$ cat src/sv/gqr_pkg.sv
// Shared types, constants and codes for the Gouraud quad rasteriser.
package gqr_pkg;

  localparam int unsigned SCREEN_W_DEF  = 320;
  localparam int unsigned SCREEN_H_DEF  = 200;
  localparam int unsigned FRAC_BITS_DEF = 7;

  localparam int unsigned COORD_W    = 12;
  localparam int unsigned SHADE_W    = 8;
  localparam int unsigned DIFF_W     = 13;
  localparam int unsigned ROWX_W     = 16;
  localparam int unsigned SDX_W      = 10;
  localparam int unsigned SDY_W      = 9;
  localparam int unsigned CFG_IDX_W  = 1;
  localparam int unsigned CFG_DATA_W = 10;
  localparam int unsigned QDEPTH     = 2;
  localparam int unsigned QPTR_W     = 1;
  localparam int unsigned QCNT_W     = 2;

  localparam logic signed [SDX_W-1:0]  SDX_RESET   = -10'sd40;
  localparam logic signed [SDY_W-1:0]  SDY_RESET   = 9'sd40;
  localparam logic signed [ROWX_W-1:0] FAR_LEFT    = 16'sd32000;
  localparam logic [SHADE_W-1:0]       BRIGHT_MAX  = 8'd127;
  localparam logic [SHADE_W-1:0]       SHADOW_MASK = 8'd63;
  localparam logic [SHADE_W-1:0]       SHADOW_BASE = 8'd128;

  typedef enum logic [1:0] {
    FUNC_WRITE  = 2'd0,
    FUNC_READ   = 2'd1,
    FUNC_CORNER = 2'd2,
    FUNC_NONE   = 2'd3
  } func_e;

  typedef enum logic [2:0] {
    OP_WRITE,
    OP_READ,
    OP_CORNER,
    OP_DRAW,
    OP_NONE
  } op_e;

  typedef enum logic [CFG_IDX_W-1:0] {
    CFG_SHADOW_DX = 1'b0,
    CFG_SHADOW_DY = 1'b1
  } cfg_idx_e;

  typedef enum logic [4:0] {
    ST_IDLE, ST_EXEC, ST_RD_W, ST_CLR,
    ST_E_LD0, ST_E_LD1, ST_E_ORD, ST_E_DXG, ST_E_DXW, ST_E_DCG, ST_E_DCW,
    ST_E_RD, ST_E_WR,
    ST_F_RD, ST_F_SET, ST_F_DG, ST_F_DW, ST_F_SHR, ST_F_SHW, ST_F_PIX,
    ST_DONE
  } back_st_e;

  typedef struct packed {
    logic [1:0]                func;
    logic [1:0]                corner;
    logic signed [COORD_W-1:0] xpos;
    logic signed [COORD_W-1:0] ypos;
    logic [SHADE_W-1:0]        shade;
  } in_t;

  typedef struct packed {
    logic [SHADE_W-1:0] pixel;
    logic               in_range;
  } out_t;

  typedef struct packed {
    op_e                       op;
    logic [1:0]                corner;
    logic signed [COORD_W-1:0] xpos;
    logic signed [COORD_W-1:0] ypos;
    logic [SHADE_W-1:0]        shade;
    logic                      on_scr;
  } cmd_t;

  typedef struct packed {
    logic signed [SDX_W-1:0] sdx;
    logic signed [SDY_W-1:0] sdy;
  } shadow_cfg_t;

  typedef struct packed {
    logic signed [ROWX_W-1:0] lx;
    logic signed [ROWX_W-1:0] rx;
    logic [SHADE_W-1:0]       ls;
    logic [SHADE_W-1:0]       rs;
  } row_t;

endpackage

$ cat src/sv/gqr_front.sv
// Front end: takes input words, decodes them into commands and queues them.
module gqr_front #(
  parameter int unsigned SCREEN_W = gqr_pkg::SCREEN_W_DEF,
  parameter int unsigned SCREEN_H = gqr_pkg::SCREEN_H_DEF
) (
  input  logic          clk_i,
  input  logic          rst_ni,
  input  logic          in_valid_i,
  output logic          in_stall_o,
  input  gqr_pkg::in_t  in_data_i,
  output logic          cmd_valid_o,
  input  logic          cmd_pop_i,
  output gqr_pkg::cmd_t cmd_o
);

  localparam logic signed [gqr_pkg::COORD_W-1:0] W_S = gqr_pkg::COORD_W'(SCREEN_W);
  localparam logic signed [gqr_pkg::COORD_W-1:0] H_S = gqr_pkg::COORD_W'(SCREEN_H);

  gqr_pkg::cmd_t                     q_mem [gqr_pkg::QDEPTH];
  logic [gqr_pkg::QPTR_W-1:0]        wr_ptr_q, rd_ptr_q;
  logic [gqr_pkg::QCNT_W-1:0]        cnt_q;
  gqr_pkg::cmd_t                     cmd_in;
  logic                              push, pop;

  always_comb begin
    cmd_in.corner = in_data_i.corner;
    cmd_in.xpos   = in_data_i.xpos;
    cmd_in.ypos   = in_data_i.ypos;
    cmd_in.shade  = in_data_i.shade;
    cmd_in.on_scr = !in_data_i.xpos[gqr_pkg::COORD_W-1] && (in_data_i.xpos < W_S) &&
                    !in_data_i.ypos[gqr_pkg::COORD_W-1] && (in_data_i.ypos < H_S);
    case (in_data_i.func)
      gqr_pkg::FUNC_WRITE:  cmd_in.op = gqr_pkg::OP_WRITE;
      gqr_pkg::FUNC_READ:   cmd_in.op = gqr_pkg::OP_READ;
      gqr_pkg::FUNC_CORNER: cmd_in.op = (in_data_i.corner == 2'd3) ? gqr_pkg::OP_DRAW
                                                                   : gqr_pkg::OP_CORNER;
      default:              cmd_in.op = gqr_pkg::OP_NONE;
    endcase
  end

  assign in_stall_o  = (cnt_q == gqr_pkg::QCNT_W'(gqr_pkg::QDEPTH));
  assign push        = in_valid_i && !in_stall_o;
  assign cmd_valid_o = (cnt_q != '0);
  assign pop         = cmd_pop_i && cmd_valid_o;
  assign cmd_o       = q_mem[rd_ptr_q];

  always_ff @(posedge clk_i or negedge rst_ni) begin
    if (!rst_ni) begin
      wr_ptr_q <= '0;
      rd_ptr_q <= '0;
      cnt_q    <= '0;
    end else begin
      if (push) wr_ptr_q <= wr_ptr_q + 1'b1;
      if (pop)  rd_ptr_q <= rd_ptr_q + 1'b1;
      case ({push, pop})
        2'b10:   cnt_q <= cnt_q + 1'b1;
        2'b01:   cnt_q <= cnt_q - 1'b1;
        default: cnt_q <= cnt_q;
      endcase
    end
  end

  always_ff @(posedge clk_i) begin
    if (push) q_mem[wr_ptr_q] <= cmd_in;
  end

endmodule

$ cat config.mk
export PLATFORM = sky130hd
export DESIGN_NAME = gqr_front
export DESIGN_NICKNAME = d
export VERILOG_FILES = /design/src/sv/gqr_pkg.sv /design/src/sv/gqr_front.sv
export SDC_FILE = /design/constraint.sdc
export NUM_CORES = 1
export LEC_CHECK = 0
export ABC_AREA = 1
export ABC_CLOCK_PERIOD_IN_PS = 4100
export BUFFER_PORTS_ARGS = -buffer_cell sky130_fd_sc_hd__buf_2
export CORE_MARGIN = 1
export CORE_UTILIZATION = 35
export CTS_CLUSTER_DIAMETER = 60
export DETAILED_ROUTE_END_ITERATION = 10
export RECOVER_POWER = 100
export SKIP_LAST_GASP = 1
export SYNTH_ARGS = -nofsm -noshare
export SYNTH_HDL_FRONTEND = slang
export SYNTH_SLANG_ARGS = --single-unit
$ cat constraint.sdc
create_clock -name clk_i -period 4.1 [get_ports clk_i]
set_input_delay 0.205 -clock clk_i [delete_from_list [all_inputs] [get_ports clk_i]]
set_output_delay 0.205 -clock clk_i [all_outputs]
set_load 0.005 [all_outputs]
Word level (Yosys, flattened, before mapping)
Memories as Yosys holds them, arrays and structs flattened.
Cells that the tools add are included.
{"block": "word_totals", "register_bits": 4, "latch_bits": 0, "ramBits": 76, "mem_bits_ro": 0, "input_bits": 40, "elab_cells": 32, "mem_count": 1}
{"name": "q_mem", "words": 2, "word_bits": 38, "read_ports": 1, "rd_ports_with_merged_regs": 0, "write_ports": 1, "line_no": "gqr_front.sv:19", "rtl": "gqr_pkg::cmd_t q_mem [gqr_pkg::QDEPTH];"}
{"block": "classes", "add_sub_neg": 4, "mul": 0, "n_div": 0, "order_cmp": 2, "eq_ne": 6, "n_shift": 0, "mux": 5, "n_bitwise": 0, "n_reduce_logical": 11}
{"operator": "less-than comparator 12 x 10 -> 1 bit (second input constant)", "n": 1}
{"operator": "less-than comparator 12 x 9 -> 1 bit (second input constant)", "n": 1}
{"operator": "one-hot mux 3 bit (3 select lines)", "n": 1}
{"operator": "== test 2 bit (second input constant)", "n": 4}
{"operator": "logical AND 1 bit", "n": 5}
{"operator": "== test 2 x 1 -> 1 bit (second input constant)", "n": 2}
{"operator": "one-hot mux 2 bit (2 select lines)", "n": 1}
{"operator": "nonzero test 2 bit", "n": 2}
{"operator": "logical NOT 1 bit", "n": 3}
{"operator": "2-to-1 mux 1 bit", "n": 3}
{"operator": "adder 1 bit (second input constant)", "n": 2}
{"operator": "adder 2 x 1 -> 2 bit (second input constant)", "n": 1}
{"operator": "logical NOT 2 bit", "n": 1}
{"operator": "subtractor 2 x 1 -> 2 bit (second input constant)", "n": 1}

Logic depth before layout (Yosys ltp)
{"block": "depth", "depth_word": 5, "depth_mapped": 10, "mapped_depth_nobuf": 10}

Least setup slack after synthesis
OpenSTA, ideal clock, no wires.
{"block": "synth_timing", "kind": "register -> register", "startpoint": "reg cnt_q[1] in the netlist's numbering", "endpoint": "mem q_mem[1][0] in the netlist's numbering, enable pin", "arrival_time_ns": 2.181, "required_time_ns": 3.667, "setup_slack_ns": 1.486, "stages_incl_launch_ff": 4, "synth_period_minus_slack_ns": 2.614, "cell_sequence": "dfrtp_1 > inv_1 > o21ai_2 > nor2_1"}
{"block": "synth_between", "elab_chain_len": 5}
{"element": "start, declared", "line_no": "gqr_front.sv:21", "rtl": "logic [gqr_pkg::QCNT_W-1:0] cnt_q;"}
{"element": "start signal, assigned", "line_no": "gqr_front.sv:56", "rtl": "2'b10: cnt_q <= cnt_q + 1'b1;"}
{"element": "start signal, assigned", "line_no": "gqr_front.sv:57", "rtl": "2'b01: cnt_q <= cnt_q - 1'b1;"}
{"element": "start signal, assigned", "line_no": "gqr_front.sv:58", "rtl": "default: cnt_q <= cnt_q;"}
{"element": "== test 2 bit", "line_no": "gqr_front.sv:41", "rtl": "assign in_stall_o = (cnt_q == gqr_pkg::QCNT_W'(gqr_pkg::QDEPTH));"}
{"element": "logical NOT 1 bit", "line_no": "gqr_front.sv:42", "rtl": "assign push = in_valid_i && !in_stall_o;"}
{"element": "logical AND 1 bit", "line_no": "gqr_front.sv:42"}
{"element": "2-to-1 mux 1 bit", "line_no": "gqr_front.sv:64", "rtl": "if (push) q_mem[wr_ptr_q] <= cmd_in;"}
{"element": "2-to-1 mux 1 bit (not written as such)", "line_no": "gqr_front.sv:64"}
{"element": "end, declared", "line_no": "gqr_front.sv:19"}
No other way between the ends.

Final worst setup path
{"block": "layout_timing", "startpoint": "reg cnt_q[1] in the netlist's numbering", "endpoint": "mem q_mem[1][20] in the netlist's numbering, enable pin"}
The elaborated chain is that of the path after synthesis.

==> results.py <==
metrics = {
    "cts": {
        "path_clk_slew_ns": 0.08,
        "root_buffer": "clkbuf_8",
        "htree_levels": 3,
        "clk_latency_ns": 0.34,
        "cts_made_buffers": 9,
        "ctsLongestPathBuffers": 2,
        "cts_tree": "done",
        "clkSinkCount": 80,
    },
    "cells_and_area": {
        "final_util_pct": 44.0,
        "area_growth_pct": 19.2,
        "fin_area_sq_um": 3680,
        "final_nets": 378,
        "multiInputGateArea_sq_um": 592,
        "seq_area_sq_um": 2380,
        "fin_cells": 446,
        "n_antenna_cell": 0,
        "layout-drive-gt1-share_pct": 10.9,
        "mostFrequentLayoutCells": "nand2_1, edfxtp_1, clkbuf_1",
        "fillerInstances": 825,
        "layout_commonest_cell": "nand2_1",
    },
    "sta": {
        "tightest_slew_ns": 2.01,
        "period_minus_slack_ns": 2.68,
        "tns_ns": 0,
        "rsz0062_at_grt": "no",
        "slew_violations": 39,
        "slew_headroom_pct": -34.2,
        "whs_ns": 0.0545,
        "timing.final.ws_setup_ns": 1.42,
        "hold_viol": 0,
        "setup-violations-final": 0,
        "fin_worst_skew_ns": 0.00539,
        "period_share_pct": 65.3,
        "fmax_mhz": 374,
    },
    "global_routing": {
        "grtUsageTotal_pct": 13.3,
        "antenna_found_initial": 0,
        "overflow": 0,
        "grt_pass1_vias": 1911,
        "grt_max_degree": 40,
        "grt_pass1_wl_um": 8690,
    },
    "floorplan": {
        "io_pins": 80,
        "initial_core_util_pct": 36.9,
        "die_x_um": 96.0,
        "die_y_um": 96.0,
        "die_area_sq_um": 9210,
        "core-area_sq_um": 8380,
        "rows": 33,
    },
    "run_status": {
        "violations": "max-capacitance violations, max-slew violations",
        "run_status": "finished, violations left",
    },
    "pwr": {
        "clkPwrFrac_pct": 21.7,
        "pwr-share-seq_pct": 48.1,
        "internal-power_mw": 1.63,
        "total_power_mw": 2.44,
        "p_comb_share_pct": 30.2,
        "powerDensity_nw_per_um2": 661,
        "leakagePower_nw": 1.50,
        "swShare_pct": 32.9,
        "max-vdd-ir-drop_v": 0.000253,
        "power_switching_uw": 803,
    },
    "worst_setup_path": {
        "setup.worst_path.end_class": "flip-flop",
        "worstPathMaxFanout": 38,
        "cp.arrival_ns": 2.60,
        "rr_worst_depth": 3,
        "critical_path_class": "flip-flop to flip-flop",
        "startpoint_type": "flip-flop",
        "critical_path_required_ns": 4.02,
    },
    "drt": {
        "wl_per_cell_um": 12.5,
        "drt_pass1_iterations": 4,
        "ant_nets": 0,
        "drc": 0,
        "vias": 1915,
        "via_per_inst": 4.29,
        "drtIter0Drc": 53,
        "drt-total-wl_um": 5570,
    },
    "logic_synthesis": {
        "synthesis.nets": 293,
        "synthTopCellsByArea": "edfxtp_1, nand2_1, dfrtp_1",
        "syn_avg_cell_area_sq_um": 12.3,
        "yosysWarnings": 0,
        "synth_cells": 252,
        "syn_area_sq_um": 3090,
        "synth.distinct_cells": 20,
        "yosysSeqAreaShare_pct": 77.1,
        "netlist.area_leader.share_pct": 73.8,
        "ys_ff_latch": 80,
        "synth_top_area_cell": "edfxtp_1",
    },
    "placed_design": {
        "place.gp.congestion": 0.684,
        "dpl.hpwl_um": 3520,
        "port_buffers": 79,
        "dpl_worst_slack_ns": 1.70,
        "post-place-cells": 430,
        "placed_area_sq_um": 3580,
    },
    "worst_hold_path": {
        "hp-class": "input pin to flip-flop",
        "holdPathStages": 1,
    },
    "run": {
        "cap_violations": 1,
    },
}
final cells by class:
| cell class | instances | area share, % |
|---|---|---|
| clock buffer | 10 | 3.46 |
| multi-input combinational | 148 | 16.1 |
| timing repair buffer | 82 | 9.30 |
| clock inverter | 5 | 1.32 |
| tap | 105 | 3.57 |
| sequential | 80 | 64.7 |
| inverter | 16 | 1.63 |
state kept, by name, indices dropped and copies added, names as in the netlist:
name,cells
q_mem,76
cnt_q,2
wr_ptr_q,1
rd_ptr_q,1
power groups by stage:
| stage | sequential, mW | clock [mW] | combinational, mW |
|---|---|---|---|
| floorplan | 1.18 | 0 | 0.478 |
| global placement | 1.18 | 0 | 0.793 |
| detailed placement | 1.19 | 0 | 0.802 |
| CTS | 1.17 | 0.544 | 0.807 |
| global route | 1.19 | 0.578 | 0.863 |
| finish | 1.17 | 0.530 | 0.736 |
cell families (layout without fill, tap and decap cells):
logic type      after synthesis  count (layout)  share of synthesized area [%]
compound gates                3               3                          0.688
xor+xnor                      2               2                          0.567
fa+ha+maj                     1               1                          0.405
buf+inv                      24             113                           3.72
flops                        80              80                           77.1
simple gates                142             142                           17.5
worst paths after layout:
| kind | start | endpoint | slack (ns) |
|---|---|---|---|
| max | cnt_q[1] | q_mem[1][20] | 1.42 |
| min | in_data_i[8] | q_mem[0][9] | 0.05 |
| min reg2reg | cnt_q[1] | cnt_q[1] | 0.49 |
| max reg2reg | cnt_q[1] | q_mem[1][20] | 1.42 |
| max in group asynchronous | rst_ni | rd_ptr_q | 3.69 |
| min in group asynchronous | rst_ni | cnt_q[0] | 0.23 |
metal layers:
| layer | global-route usage [%] | routed length [um] |
|---|---|---|
| met5 | 0 | 0 |
| met4 | 6.72 | 97 |
| met3 | 3.48 | 321 |
| met2 | 23.4 | 2820 |
| met1 | 14.7 | 2330 |
timing repair:
| item | CTS | global route |
|---|---|---|
| setup buffers | 0 | 0 |
| gates resized for setup | 0 | 0 |
| hold buffers | 1 | 0 |
| hold endpoints to repair | 4 | 0 |
cells in the mapped netlist:
| library cell | instances |
|---|---|
| nand2_1 | 131 |
| buf_4 | 4 |
| inv_1 | 14 |
| o21ai_0 | 1 |
| nor2_1 | 6 |
| o211ai_1 | 1 |
| nand2_2 | 1 |
| inv_2 | 2 |
| o21ai_2 | 1 |
| xnor2_1 | 1 |
| nand4_1 | 1 |
| dfrtp_1 | 4 |
| edfxtp_1 | 76 |
| nor3_1 | 1 |
| nand3_1 | 2 |
| buf_2 | 2 |
| xor2_1 | 1 |
| clkbuf_1 | 1 |
| ha_1 | 1 |
| buf_6 | 1 |
critical path, cell delays in order, from the launching register on:
cell     delay [ns]
dfrtp_1        0.38
inv_1          0.15
o21ai_0        0.19
nor2_2         1.53
Power figures use the tool's default switching activity.
